$ cat src/design/ubds_pkg.sv
// ----------------------------------------------------------------------------
// ubds_pkg
// Shared types and constants for the UART baud divisor select block.
// ----------------------------------------------------------------------------
package ubds_pkg;

  // clock range accepted, in kHz
  localparam int unsigned CLK_KHZ_MAX = 50000;
  localparam int unsigned CLK_KHZ_MIN = 32;

  // oversampling ratio search range and both-edge bound
  localparam int unsigned OSR_FIRST       = 4;
  localparam int unsigned OSR_LAST        = 32;
  localparam int unsigned BOTH_EDGE_LIMIT = 9;

  // error limit is floor(baud / LIM_DIV) * LIM_MUL
  localparam int unsigned LIM_DIV = 100;
  localparam int unsigned LIM_MUL = 3;

  // field widths
  localparam int unsigned KHZ_W    = 16;
  localparam int unsigned BAUD_W   = 24;
  localparam int unsigned OSR_W    = 6;
  localparam int unsigned SBR_W    = 13;
  localparam int unsigned STATUS_W = 2;

  // internal widths: clock in Hz fits 26 bits, baud * ratio fits 30 bits
  localparam int unsigned HZ_W       = 26;
  localparam int unsigned DIVIDEND_W = HZ_W;
  localparam int unsigned DIVISOR_W  = 30;
  localparam int unsigned DIVCNT_W   = $clog2(DIVIDEND_W);
  localparam int unsigned SEL_W      = 24;
  localparam int unsigned LIM_W      = 18;
  localparam int unsigned LIM3_W     = LIM_W + 2;

  typedef enum logic [STATUS_W-1:0] {
    ST_OK    = 2'd0,
    ST_CLOCK = 2'd1,
    ST_ERROR = 2'd2
  } status_t;

  // request into the shared divider
  typedef struct packed {
    logic                  start;
    logic [DIVIDEND_W-1:0] dividend;
    logic [DIVISOR_W-1:0]  divisor;
  } div_req_t;

  // answer from the shared divider
  typedef struct packed {
    logic                  done;
    logic [DIVIDEND_W-1:0] quotient;
  } div_rsp_t;

endpackage

$ cat src/design/ubds_if.sv
// ----------------------------------------------------------------------------
// ubds_in_if / ubds_out_if
// Valid/ready channels carrying the request and result items.
// ----------------------------------------------------------------------------
interface ubds_in_if;
  logic                          valid;
  logic                          ready;
  logic [ubds_pkg::KHZ_W-1:0]    clock_khz;
  logic [ubds_pkg::BAUD_W-1:0]   target_baud;

  modport source (output valid, output clock_khz, output target_baud, input ready);
  modport sink   (input valid, input clock_khz, input target_baud, output ready);
endinterface

interface ubds_out_if;
  logic                            valid;
  logic                            ready;
  logic [ubds_pkg::OSR_W-1:0]      osr;
  logic [ubds_pkg::SBR_W-1:0]      sbr;
  logic                            both_edge;
  logic [ubds_pkg::STATUS_W-1:0]   status;

  modport source (output valid, output osr, output sbr, output both_edge, output status,
                  input ready);
  modport sink   (input valid, input osr, input sbr, input both_edge, input status,
                  output ready);
endinterface

$ cat src/design/ubds_div.sv
// ----------------------------------------------------------------------------
// ubds_div
// Restoring divider, one quotient bit per cycle, shared by all divides.
// ----------------------------------------------------------------------------
module ubds_div (
  input  logic               clk,
  input  logic               rst,
  input  ubds_pkg::div_req_t req,
  output ubds_pkg::div_rsp_t rsp
);

  logic                                busy;
  logic                                done;
  logic [ubds_pkg::DIVCNT_W-1:0]       cnt;
  logic [ubds_pkg::DIVIDEND_W-1:0]     quo;
  logic [ubds_pkg::DIVISOR_W-1:0]      rem;
  logic [ubds_pkg::DIVISOR_W-1:0]      dvs;

  logic [ubds_pkg::DIVISOR_W:0]        rem_sh;
  logic [ubds_pkg::DIVISOR_W:0]        rem_sub;
  logic                                ge;

  // one trial subtract per cycle
  always_comb begin
    rem_sh  = {rem, quo[ubds_pkg::DIVIDEND_W-1]};
    ge      = (rem_sh >= {1'b0, dvs});
    rem_sub = rem_sh - {1'b0, dvs};
  end

  // control
  always_ff @(posedge clk) begin
    if (rst) begin
      busy <= 1'b0;
      done <= 1'b0;
      cnt  <= '0;
    end else begin
      done <= 1'b0;
      if (req.start) begin
        busy <= 1'b1;
        cnt  <= ubds_pkg::DIVCNT_W'(ubds_pkg::DIVIDEND_W - 1);
      end else if (busy) begin
        if (cnt == '0) begin
          busy <= 1'b0;
          done <= 1'b1;
        end else begin
          cnt <= cnt - 1'b1;
        end
      end
    end
  end

  // datapath: dividend shifts out as quotient shifts in
  always_ff @(posedge clk) begin
    if (req.start) begin
      quo <= req.dividend;
      rem <= '0;
      dvs <= req.divisor;
    end else if (busy) begin
      quo <= {quo[ubds_pkg::DIVIDEND_W-2:0], ge};
      rem <= ge ? rem_sub[ubds_pkg::DIVISOR_W-1:0] : rem_sh[ubds_pkg::DIVISOR_W-1:0];
    end
  end

  assign rsp.done     = done;
  assign rsp.quotient = quo;

endmodule

$ cat src/design/uart_baud_divisor_select_core.sv
// ----------------------------------------------------------------------------
// uart_baud_divisor_select_core
// Picks the UART oversampling ratio and baud divisor closest to a wanted baud.
// ----------------------------------------------------------------------------
// One request item (clock in kHz, wanted baud) gives one result item. The
// block walks the ratios 4 to 32; for each it divides the clock by baud*ratio,
// and when that divisor is nonzero divides the clock by ratio*divisor to get
// the achieved baud, keeping the closest (later ratio wins a tie). All divides
// run through one restoring divider that retires one quotient bit per cycle,
// so that divider sets the rate of items; the search is skipped when the clock
// is out of range or the baud is zero. A new request is taken only once the
// result is in the output register, and also while it still waits there.
// ----------------------------------------------------------------------------
module uart_baud_divisor_select_core (
  input  logic            clk,
  input  logic            rst,
  ubds_in_if.sink         req,
  ubds_out_if.source      rsp
);

  typedef enum logic [11:0] {
    S_IDLE    = 12'b000000000001,
    S_CHECK   = 12'b000000000010,
    S_LIMGO   = 12'b000000000100,
    S_LIMWAIT = 12'b000000001000,
    S_MUL1    = 12'b000000010000,
    S_D1GO    = 12'b000000100000,
    S_D1WAIT  = 12'b000001000000,
    S_MUL2    = 12'b000010000000,
    S_D2GO    = 12'b000100000000,
    S_D2WAIT  = 12'b001000000000,
    S_CMP     = 12'b010000000000,
    S_FINAL   = 12'b100000000000
  } state_t;

  state_t                                state;

  logic [ubds_pkg::KHZ_W-1:0]            khz;
  logic [ubds_pkg::BAUD_W-1:0]           baud;
  logic [ubds_pkg::HZ_W-1:0]             clk_hz;
  logic [ubds_pkg::OSR_W-1:0]            r;
  logic [ubds_pkg::DIVISOR_W-1:0]        den;
  logic [ubds_pkg::SEL_W-1:0]            d;
  logic [ubds_pkg::HZ_W-1:0]             actual;
  logic [ubds_pkg::OSR_W-1:0]            best_r;
  logic [ubds_pkg::SBR_W-1:0]            best_sbr;
  logic [ubds_pkg::HZ_W-1:0]             best_diff;
  logic                                  found;
  logic                                  range_bad;
  logic [ubds_pkg::LIM_W-1:0]            lim;

  logic                                  o_valid;
  logic [ubds_pkg::OSR_W-1:0]            o_osr;
  logic [ubds_pkg::SBR_W-1:0]            o_sbr;
  logic                                  o_be;
  ubds_pkg::status_t                     o_status;

  ubds_pkg::div_req_t                    div_req;
  ubds_pkg::div_rsp_t                    div_rsp;

  logic [ubds_pkg::DIVISOR_W-1:0]        den1_mul;
  logic [ubds_pkg::DIVISOR_W-1:0]        den2_mul;
  logic [ubds_pkg::HZ_W-1:0]             hz_mul;
  logic [ubds_pkg::HZ_W-1:0]             diff;
  logic [ubds_pkg::LIM3_W-1:0]           lim3;
  logic                                  khz_bad;
  logic                                  last_r;
  logic                                  out_free;

  // shared divider
  ubds_div u_div (
    .clk (clk),
    .rst (rst),
    .req (div_req),
    .rsp (div_rsp)
  );

  // divider operands by state
  always_comb begin
    div_req.start    = 1'b0;
    div_req.dividend = clk_hz;
    div_req.divisor  = den;
    case (state)
      S_LIMGO: begin
        div_req.start    = 1'b1;
        div_req.dividend = ubds_pkg::DIVIDEND_W'(baud);
        div_req.divisor  = ubds_pkg::DIVISOR_W'(ubds_pkg::LIM_DIV);
      end
      S_D1GO, S_D2GO: begin
        div_req.start = 1'b1;
      end
      default: begin
        div_req.start = 1'b0;
      end
    endcase
  end

  // products, error and limit
  always_comb begin
    den1_mul = {6'd0, baud} * {24'd0, r};
    den2_mul = {6'd0, d} * {24'd0, r};
    hz_mul   = {10'd0, khz} * ubds_pkg::HZ_W'(1000);
    diff     = (actual > {2'b00, baud}) ? (actual - {2'b00, baud})
                                        : ({2'b00, baud} - actual);
    lim3     = {2'b00, lim} + {1'b0, lim, 1'b0};
    khz_bad  = (khz > ubds_pkg::KHZ_W'(ubds_pkg::CLK_KHZ_MAX)) ||
               (khz < ubds_pkg::KHZ_W'(ubds_pkg::CLK_KHZ_MIN));
    last_r   = (r == ubds_pkg::OSR_W'(ubds_pkg::OSR_LAST));
    out_free = !o_valid || rsp.ready;
  end

  // search sequencer
  always_ff @(posedge clk) begin
    if (rst) begin
      state <= S_IDLE;
      found <= 1'b0;
    end else begin
      case (state)
        S_IDLE: begin
          if (req.valid) begin
            state <= S_CHECK;
          end
        end
        S_CHECK: begin
          found <= 1'b0;
          if (khz_bad || baud == '0) begin
            state <= S_FINAL;
          end else begin
            state <= S_LIMGO;
          end
        end
        S_LIMGO: begin
          state <= S_LIMWAIT;
        end
        S_LIMWAIT: begin
          if (div_rsp.done) begin
            state <= S_MUL1;
          end
        end
        S_MUL1: begin
          state <= S_D1GO;
        end
        S_D1GO: begin
          state <= S_D1WAIT;
        end
        S_D1WAIT: begin
          if (div_rsp.done) begin
            if (div_rsp.quotient[ubds_pkg::SEL_W-1:0] != '0) begin
              state <= S_MUL2;
            end else if (last_r) begin
              state <= S_FINAL;
            end else begin
              state <= S_MUL1;
            end
          end
        end
        S_MUL2: begin
          state <= S_D2GO;
        end
        S_D2GO: begin
          state <= S_D2WAIT;
        end
        S_D2WAIT: begin
          if (div_rsp.done) begin
            state <= S_CMP;
          end
        end
        S_CMP: begin
          if (!found || diff <= best_diff) begin
            found <= 1'b1;
          end
          state <= last_r ? S_FINAL : S_MUL1;
        end
        S_FINAL: begin
          if (out_free) begin
            state <= S_IDLE;
          end
        end
        default: begin
          state <= S_IDLE;
        end
      endcase
    end
  end

  // search datapath
  always_ff @(posedge clk) begin
    case (state)
      S_IDLE: begin
        khz  <= req.clock_khz;
        baud <= req.target_baud;
      end
      S_CHECK: begin
        clk_hz    <= hz_mul;
        range_bad <= khz_bad;
        r         <= ubds_pkg::OSR_W'(ubds_pkg::OSR_FIRST);
      end
      S_LIMWAIT: begin
        lim <= div_rsp.quotient[ubds_pkg::LIM_W-1:0];
      end
      S_MUL1: begin
        den <= den1_mul;
      end
      S_D1WAIT: begin
        d <= div_rsp.quotient[ubds_pkg::SEL_W-1:0];
        if (div_rsp.done && div_rsp.quotient[ubds_pkg::SEL_W-1:0] == '0 && !last_r) begin
          r <= r + 1'b1;
        end
      end
      S_MUL2: begin
        den <= den2_mul;
      end
      S_D2WAIT: begin
        actual <= div_rsp.quotient;
      end
      S_CMP: begin
        if (!found || diff <= best_diff) begin
          best_diff <= diff;
          best_r    <= r;
          best_sbr  <= d[ubds_pkg::SBR_W-1:0];
        end
        if (!last_r) begin
          r <= r + 1'b1;
        end
      end
      default: begin
        r <= r;
      end
    endcase
  end

  // output register
  always_ff @(posedge clk) begin
    if (rst) begin
      o_valid <= 1'b0;
    end else begin
      if (o_valid && rsp.ready) begin
        o_valid <= 1'b0;
      end
      if (state == S_FINAL && out_free) begin
        o_valid <= 1'b1;
      end
    end
  end

  always_ff @(posedge clk) begin
    if (state == S_FINAL && out_free) begin
      if (range_bad) begin
        o_status <= ubds_pkg::ST_CLOCK;
        o_osr    <= '0;
        o_sbr    <= '0;
        o_be     <= 1'b0;
      end else if (!found || !(best_diff < ubds_pkg::HZ_W'(lim3))) begin
        o_status <= ubds_pkg::ST_ERROR;
        o_osr    <= '0;
        o_sbr    <= '0;
        o_be     <= 1'b0;
      end else begin
        o_status <= ubds_pkg::ST_OK;
        o_osr    <= best_r;
        o_sbr    <= best_sbr;
        o_be     <= (best_r < ubds_pkg::OSR_W'(ubds_pkg::BOTH_EDGE_LIMIT));
      end
    end
  end

  // ports
  assign req.ready     = (state == S_IDLE);
  assign rsp.valid     = o_valid;
  assign rsp.osr       = o_osr;
  assign rsp.sbr       = o_sbr;
  assign rsp.both_edge = o_be;
  assign rsp.status    = o_status;

endmodule

$ cat src/flat_wrapper.sv
// flat-port wrapper written by rule: the top's interface ports become plain ports
module uart_baud_divisor_select_core_flat 
  (clk, rst, req_valid, req_clock_khz, req_target_baud, req_ready, rsp_valid, rsp_osr, rsp_sbr, rsp_both_edge, rsp_status, rsp_ready);
  ubds_in_if req_i ();
  ubds_out_if rsp_i ();
  input  logic clk;
  input  logic rst;
  input wire logic [$bits(req_i.valid)-1:0] req_valid;
  input wire logic [$bits(req_i.clock_khz)-1:0] req_clock_khz;
  input wire logic [$bits(req_i.target_baud)-1:0] req_target_baud;
  output wire logic [$bits(req_i.ready)-1:0] req_ready;
  output wire logic [$bits(rsp_i.valid)-1:0] rsp_valid;
  output wire logic [$bits(rsp_i.osr)-1:0] rsp_osr;
  output wire logic [$bits(rsp_i.sbr)-1:0] rsp_sbr;
  output wire logic [$bits(rsp_i.both_edge)-1:0] rsp_both_edge;
  output wire logic [$bits(rsp_i.status)-1:0] rsp_status;
  input wire logic [$bits(rsp_i.ready)-1:0] rsp_ready;
  assign req_i.valid = req_valid;
  assign req_i.clock_khz = req_clock_khz;
  assign req_i.target_baud = req_target_baud;
  assign req_ready = req_i.ready;
  assign rsp_valid = rsp_i.valid;
  assign rsp_osr = rsp_i.osr;
  assign rsp_sbr = rsp_i.sbr;
  assign rsp_both_edge = rsp_i.both_edge;
  assign rsp_status = rsp_i.status;
  assign rsp_i.ready = rsp_ready;
  uart_baud_divisor_select_core u_core (.clk(clk), .rst(rst), .req(req_i), .rsp(rsp_i));
endmodule
$ cat config.mk
export PLATFORM = sky130hd
export DESIGN_NAME = uart_baud_divisor_select_core_flat
export DESIGN_NICKNAME = d
export VERILOG_FILES = /design/src/design/ubds_pkg.sv /design/src/design/ubds_if.sv /design/src/design/ubds_div.sv /design/src/design/uart_baud_divisor_select_core.sv /design/src/flat_wrapper.sv
export SDC_FILE = /design/constraint.sdc
export NUM_CORES = 1
export LEC_CHECK = 0
export ABC_AREA = 1
export BUFFER_PORTS_ARGS = -buffer_cell sky130_fd_sc_hd__buf_2
export CELL_PAD_IN_SITES_DETAIL_PLACEMENT = 1
export CELL_PAD_IN_SITES_GLOBAL_PLACEMENT = 1
export CORE_UTILIZATION = 50
export DETAILED_ROUTE_END_ITERATION = 12
export HOLD_SLACK_MARGIN = 0.08
export PLACE_DENSITY = 0.82
export SKIP_LAST_GASP = 1
export SYNTH_ARGS = -nofsm -noshare
export SYNTH_HDL_FRONTEND = slang
export SYNTH_SLANG_ARGS = --single-unit
$ cat constraint.sdc
create_clock -name clk -period 14.7 [get_ports clk]
set_input_delay 2.94 -clock clk [delete_from_list [all_inputs] [get_ports clk]]
set_output_delay 2.94 -clock clk [all_outputs]
set_load 0.05 [all_outputs]
# Word-level counts from Yosys, hierarchy flattened
# Index checks and enable logic that the tools add are counted.
# word_totals
register_bits	342
inputBits	44
output_inout_bits	24
elab_cells	129
# classes
n_addsub	6
multipliers	3
magnitude_cmp	7
eq_ne	22
n_mux	31
bitwise_logic	2
n_reduce_logical	32
# ops
op	n
$pmux W12 S12	1
$mux W12	8
$mux W26	3
$mul A24 B6 Y30	2
$pmux W30 S2	1
$mux W56	1
$logic_not A24 Y1	2
$ge A31 B30 Y1	1
$mux W30	1
$sub A30 B30 Y30	1
$gt A26 B24 Y1	1
$le A26 B26 Y1	1
$lt A26 B20 Y1	1
$sub A24 B26 Y26	1
$sub A26 B24 Y26	1
$reduce_bool A24 Y1	1
$mul A16 B7 Y23 const B	1
$add A18 B19 Y20	1
$pmux W6 S3	1
$gt A16 B16 Y1 const B	1
$lt A16 B6 Y1 const B	1
$mux W5	3
$eq A12 B1 Y1 const B	1
$eq A12 B10 Y1 const B	1
other kinds (32)	66

# Logic depth before layout (Yosys ltp)
# logic_depth
word_depth	6
depth_mapped	26
mapped_depth_nobuf	24

# Hierarchy
# From an unflattened synthesis, not the netlist that was laid out.
# hier_totals
hier_cells	4580
hier_area_um2	33792.4
# modules_own_cells
mod	instances	cells_each	area_each_um2	seq_area_each_um2
uart_baud_divisor_select_core	1	3698	27646.5	7337.0
ubds_div	1	882	6145.9	2422.3

# Worst setup path after synthesis
# No wires, ideal clock.
# synth_path
path_type	register -> register
startpoint	register u_core.baud[0] (netlist bit)
endpoint	register u_core.best_diff[0] (netlist bit) (enable)
setup_time_ns	0.462
arrival_time_ns	5.061
required_ns	14.238
setup_slack_ns	9.176
path_stages_with_launch	21
path_buffers	0
period_less_slack_ns	5.524
cell_sequence	edfxtp_1 -> inv_1 -> ha_1 -> inv_1 -> fa_1 -> nand2_1 -> nand2_1 -> nand2_1 -> nand3_1 -> a21oi_1 -> xor2_1 -> nand2_1 -> nand2_1 -> inv_1 -> ha_1 -> nand2_1 -> nor2_1 -> nand4_1 -> nor3_1 -> a31oi_1 -> a21oi_1
# synth_between
elab_chain_cells	5
elab_cells_between_ends	7
cone_classes	2 x add/sub; 2 x order compare; 1 x mux; 2 x reduce/logical
# synth_lines
item	line	rtl
from (decl)	uart_baud_divisor_select_core.sv:39	logic [ubds_pkg::BAUD_W-1:0] baud;
from (signal assigned)	uart_baud_divisor_select_core.sv:191	baud <= req.target_baud;
$sub A24 B26 Y26 (tied with other cells)	uart_baud_divisor_select_core.sv:104	: ({2'b00, baud} - actual);
$mux W26 (*)	uart_baud_divisor_select_core.sv:103	diff = (actual > {2'b00, baud}) ? (actual - {2'b00, baud})
via u_core.diff (one bit)	uart_baud_divisor_select_core.sv:64	logic [ubds_pkg::HZ_W-1:0] diff;
$le A26 B26 Y1 (*)	uart_baud_divisor_select_core.sv:217	if (!found || diff <= best_diff) begin
$logic_or A1 B1 Y1 (*)	uart_baud_divisor_select_core.sv:217	
$reduce_and A2 Y1 (no line) (*)	-	
to (signal assigned)	uart_baud_divisor_select_core.sv:218	best_diff <= diff;
to (decl)	uart_baud_divisor_select_core.sv:47	logic [ubds_pkg::HZ_W-1:0] best_diff;
# The timed path passes the listed nets; every way through them passes the cells marked *.
# A chain may end at the register's enable or synchronous reset.

# Worst setup path in the final report
# layout_path
startpoint	register u_core.state[5]
endpoint	output port req_ready
# layout_between
elab_chain_cells	1
# layout_lines
item	line	rtl
from (decl)	uart_baud_divisor_select_core.sv:36	state_t state;
from (signal assigned)	uart_baud_divisor_select_core.sv:172	state <= last_r ? S_FINAL : S_MUL1;
$eq A12 B1 Y1	uart_baud_divisor_select_core.sv:268	assign req.ready = (state == S_IDLE);
to (decl)	flat_wrapper.sv:11	output wire logic [$bits(req_i.ready)-1:0] req_ready;
# No other way between the ends.

==> results.sh <==
export IMPL_outcome="completed"
export IMPL_grt_setup_unrepaired="no"
export IMPL_synthAdderAreaFrac_pct=25.2
export IMPL_max_freq_mhz=177
export IMPL_grtUsageTotal_pct=33.1
export IMPL_critical_path_required_ns=11.76
export IMPL_nFillCells=8107
export IMPL_dp_hpwl_um=87700
export IMPL_fin_worst_skew_ns=0.0232
export IMPL_critPathSlowestCell="buf_4"
export IMPL_gp_congestion=0.991
export IMPL_viasPerCell=5.55
export IMPL_drive_gt1_share_pct=5.63
export IMPL_drtIter0Drc=2140
export IMPL_postSynthAreaPerCell_sq_um=7.82
export IMPL_ys_ff_latch=342
export IMPL_clock_sinks=342
export IMPL_rrSetupSlack_ns=9.16
export IMPL_syn_area_sq_um=33000
export IMPL_maxSlewHeadroom_pct=17.0
export IMPL_synth_cells=4219
export IMPL_period_minus_slack_ns=5.67
export IMPL_report_final_slew_viol_count=0
export IMPL_cp_cell_sequence="nor2_2, nand2_2, nor2_4, nand2_1, inv_2, buf_4, buf_2"
export IMPL_insertion_delay_ns=0.60
export IMPL_endpoint_kind="primary output"
export IMPL_final_util_pct=54.6
export IMPL_ios=68
export IMPL_fin_crit_sh_pct=38.5
export IMPL_grt_max_degree=74
export IMPL_seq_area_sq_um=9760
export IMPL_fin_nets=4828
export IMPL_initial_core_util_pct=50.9
export IMPL_grt_ovfl_total=0
export IMPL_syn_nets=4785
export IMPL_setup_violations=0
export IMPL_synthFlopType="edfxtp_1"
export IMPL_critical_path_max_stage_delay_ns=0.51
export IMPL_chipWidth_um=259
export IMPL_num_vias=28600
export IMPL_max_cap_violations=0
export IMPL_first_pass_iters=5
export IMPL_clockRootBuffer="clkbuf_16"
export IMPL_synth_top_family_by_area="adder cells"
export IMPL_synth_compound_area_share_pct=7.71
export IMPL_num_antenna_cells=0
export IMPL_worstPathMaxFanout=41
export IMPL_ant_nets=0
export IMPL_worst_path_buf_inv=3
export IMPL_portBuffers=67
export IMPL_startpoint_type="flop"
export IMPL_hold_path_class="flop to flop"
export IMPL_cts_htree_levels=2
export IMPL_finalHoldViolCount=0
export IMPL_setup_tns_ns=0
export IMPL_grt_pass1_vias=30300
export IMPL_cp_arrival_ns=2.73
export IMPL_worstMarginPinSlew_ns=1.25
export IMPL_synth_cell_types=58
export IMPL_core_area_sq_um=64800
export IMPL_critPathKind="flop to primary output"
export IMPL_post_cts_setup_buffers=0
export IMPL_clkTransAtPathRegs_ns=0.07
export IMPL_ys_async_sr_fraction_pct=0
export IMPL_die_h_um=259
export IMPL_antenna_found_initial=2
export IMPL_cts_buffer_depth=3
export IMPL_drc=0
export IMPL_cts_resized=0
export IMPL_die_area_sq_um=67000
export IMPL_multiInputGateArea_sq_um=19600
export IMPL_cts_inserted_buffers=42
export IMPL_synthMuxAreaShare_pct=0
export IMPL_grt_pass1_wl_um=171000
export IMPL_holdBufCountCts=0
export IMPL_wirelength_um=109000
export IMPL_yosys_area_share_simple_pct=24.1
export IMPL_area_growth_syn_to_layout_pct=7.38
export IMPL_synth_edf_count=291
export IMPL_wl_per_cell_um=21.2
export IMPL_cts_tree="yes"
export IMPL_ys_seq_area_share_pct=29.6
export IMPL_yosys_area_share_xor_xnor_pct=2.47
export IMPL_rows=93
export IMPL_crit_family="buffers and inverters"
export IMPL_ys_warn_count=0
==> metal layers <==
layer  GRT usage, %  up-vias  part of all wire (%)
met5         0.0712        -                 0.012
met4           10.3        2                   3.1
met3           6.29      192                   7.6
met2           55.1      899                    47
met1           43.4    14100                    42
li1               -    13400                     -
==> stage by stage <==
stage | std cells | instance area (sq um) | worst slack, ns | hold WS (ns)
after detailed placement | 5073 | 34100 | 9.26 | 0.467
after CTS | 5150 | 35400 | 9.01 | 0.477
final | 5150 | 35400 | 9.03 | 0.474
after global routing | 5150 | 35400 | 8.75 | 0.490
after global placement | 5073 | 34100 | 9.38 | 0.460
after floorplan | 4219 | 33000 | 9.18 | 0.424
==> tightest hold or removal path: cells and delay by family, from the launching register on <==
kind | cells | cell delay (ns)
AND/OR/NAND/NOR | 2 | 0.10
flip-flops | 1 | 0.33
==> registers in the layout (all words and copies together), names as in the netlist, 24 cells and up <==
| name | count |
|---|---|
| u_core.den | 30 |
| u_core.u_div.dvs | 30 |
| u_core.u_div.rem | 30 |
| u_core.actual | 26 |
| u_core.best_diff | 26 |
| u_core.u_div.quo | 26 |
| u_core.baud | 24 |
| u_core.d | 24 |
==> Yosys cell counts, types with 3 or more instances <==
library cell  instances  share of area (%)
nand2_1            1142                 13
inv_1               844                9.6
nor2_1              295                3.4
edfxtp_1            291                 26
ha_1                286                 11
a21oi_1             237                3.6
fa_1                236                 14
nand3_1             209                3.2
o21ai_0             146                2.2
nand4_1              69                1.3
xor2_1               58                1.5
dfxtp_1              51                3.1
nor3_1               38               0.58
xnor2_1              35               0.93
clkbuf_1             34               0.39
o21bai_1             24               0.55
nor2_2               20               0.38
nand2_2              19               0.36
buf_2                18               0.27
o21ai_1              17               0.26
or2_2                17               0.32
nand3b_1             14               0.32
a21o_1               11               0.25
o211ai_1             11               0.25
buf_1                 9               0.10
buf_4                 8               0.18
nor2_4                8               0.27
buf_6                 7               0.24
nand2_4               6               0.20
a21boi_0              5               0.11
a21oi_2               4               0.11
a31oi_1               4              0.076
inv_2                 4              0.046
nor2_8                4               0.24
o21a_1                4              0.091
nand3_2               3              0.091
nand3_4               3               0.16
==> path summary, 6_finish.rpt <==
check / start / endpoint / cells after the start
setup / recovery: u_core.state[5] / req_ready / 7
hold / removal: u_core.u_div.rem[29] / u_core.u_div.rem[29] / 2
setup reg to reg: u_core.r[4] / u_core.den[29] / 18
hold reg to reg: u_core.u_div.rem[29] / u_core.u_div.rem[29] / 2
==> cell usage in the layout (no fill, tap or decap), drive strengths merged, types with 14 or more instances in the layout <==
| master | synthesis | layout |
|---|---|---|
| nand3b | 14 | 14 |
| nor2 | 327 | 327 |
| dfxtp | 51 | 51 |
| buf | 42 | 77 |
| nor3 | 39 | 39 |
| clkinv | 1 | 20 |
| inv | 850 | 851 |
| ha | 286 | 286 |
| nand2 | 1167 | 1167 |
| nand4 | 70 | 70 |
| nand3 | 215 | 215 |
| fa | 236 | 236 |
| or2 | 20 | 20 |
| clkbuf | 36 | 51 |
| edfxtp | 291 | 291 |
| xor2 | 58 | 58 |
| o21bai | 24 | 24 |
| o21ai | 164 | 164 |
| a21oi | 241 | 241 |
| xnor2 | 35 | 35 |
==> layout make-up <==
type	instances	share of cell area, %
multi-input cells	2948	55.4
flip-flops and latches	342	27.6
well taps	855	3.02
inverters	851	9.04
clock buffers	51	3.15
repair buffers	77	1.16
clock inverters	26	0.629
==> logic make-up after synthesis <==
| family | Yosys count |
|---|---|
| AO/OA/AOI/OAI | 471 |
| XOR/XNOR | 93 |
| adder cells (fa/ha/maj) | 522 |
| buffers and inverters | 929 |
| flip-flops | 342 |
| AND/OR/NAND/NOR | 1862 |
Power is not shown: default switching activity piles up to over one toggle a cycle in this logic, so the estimate is an artifact.
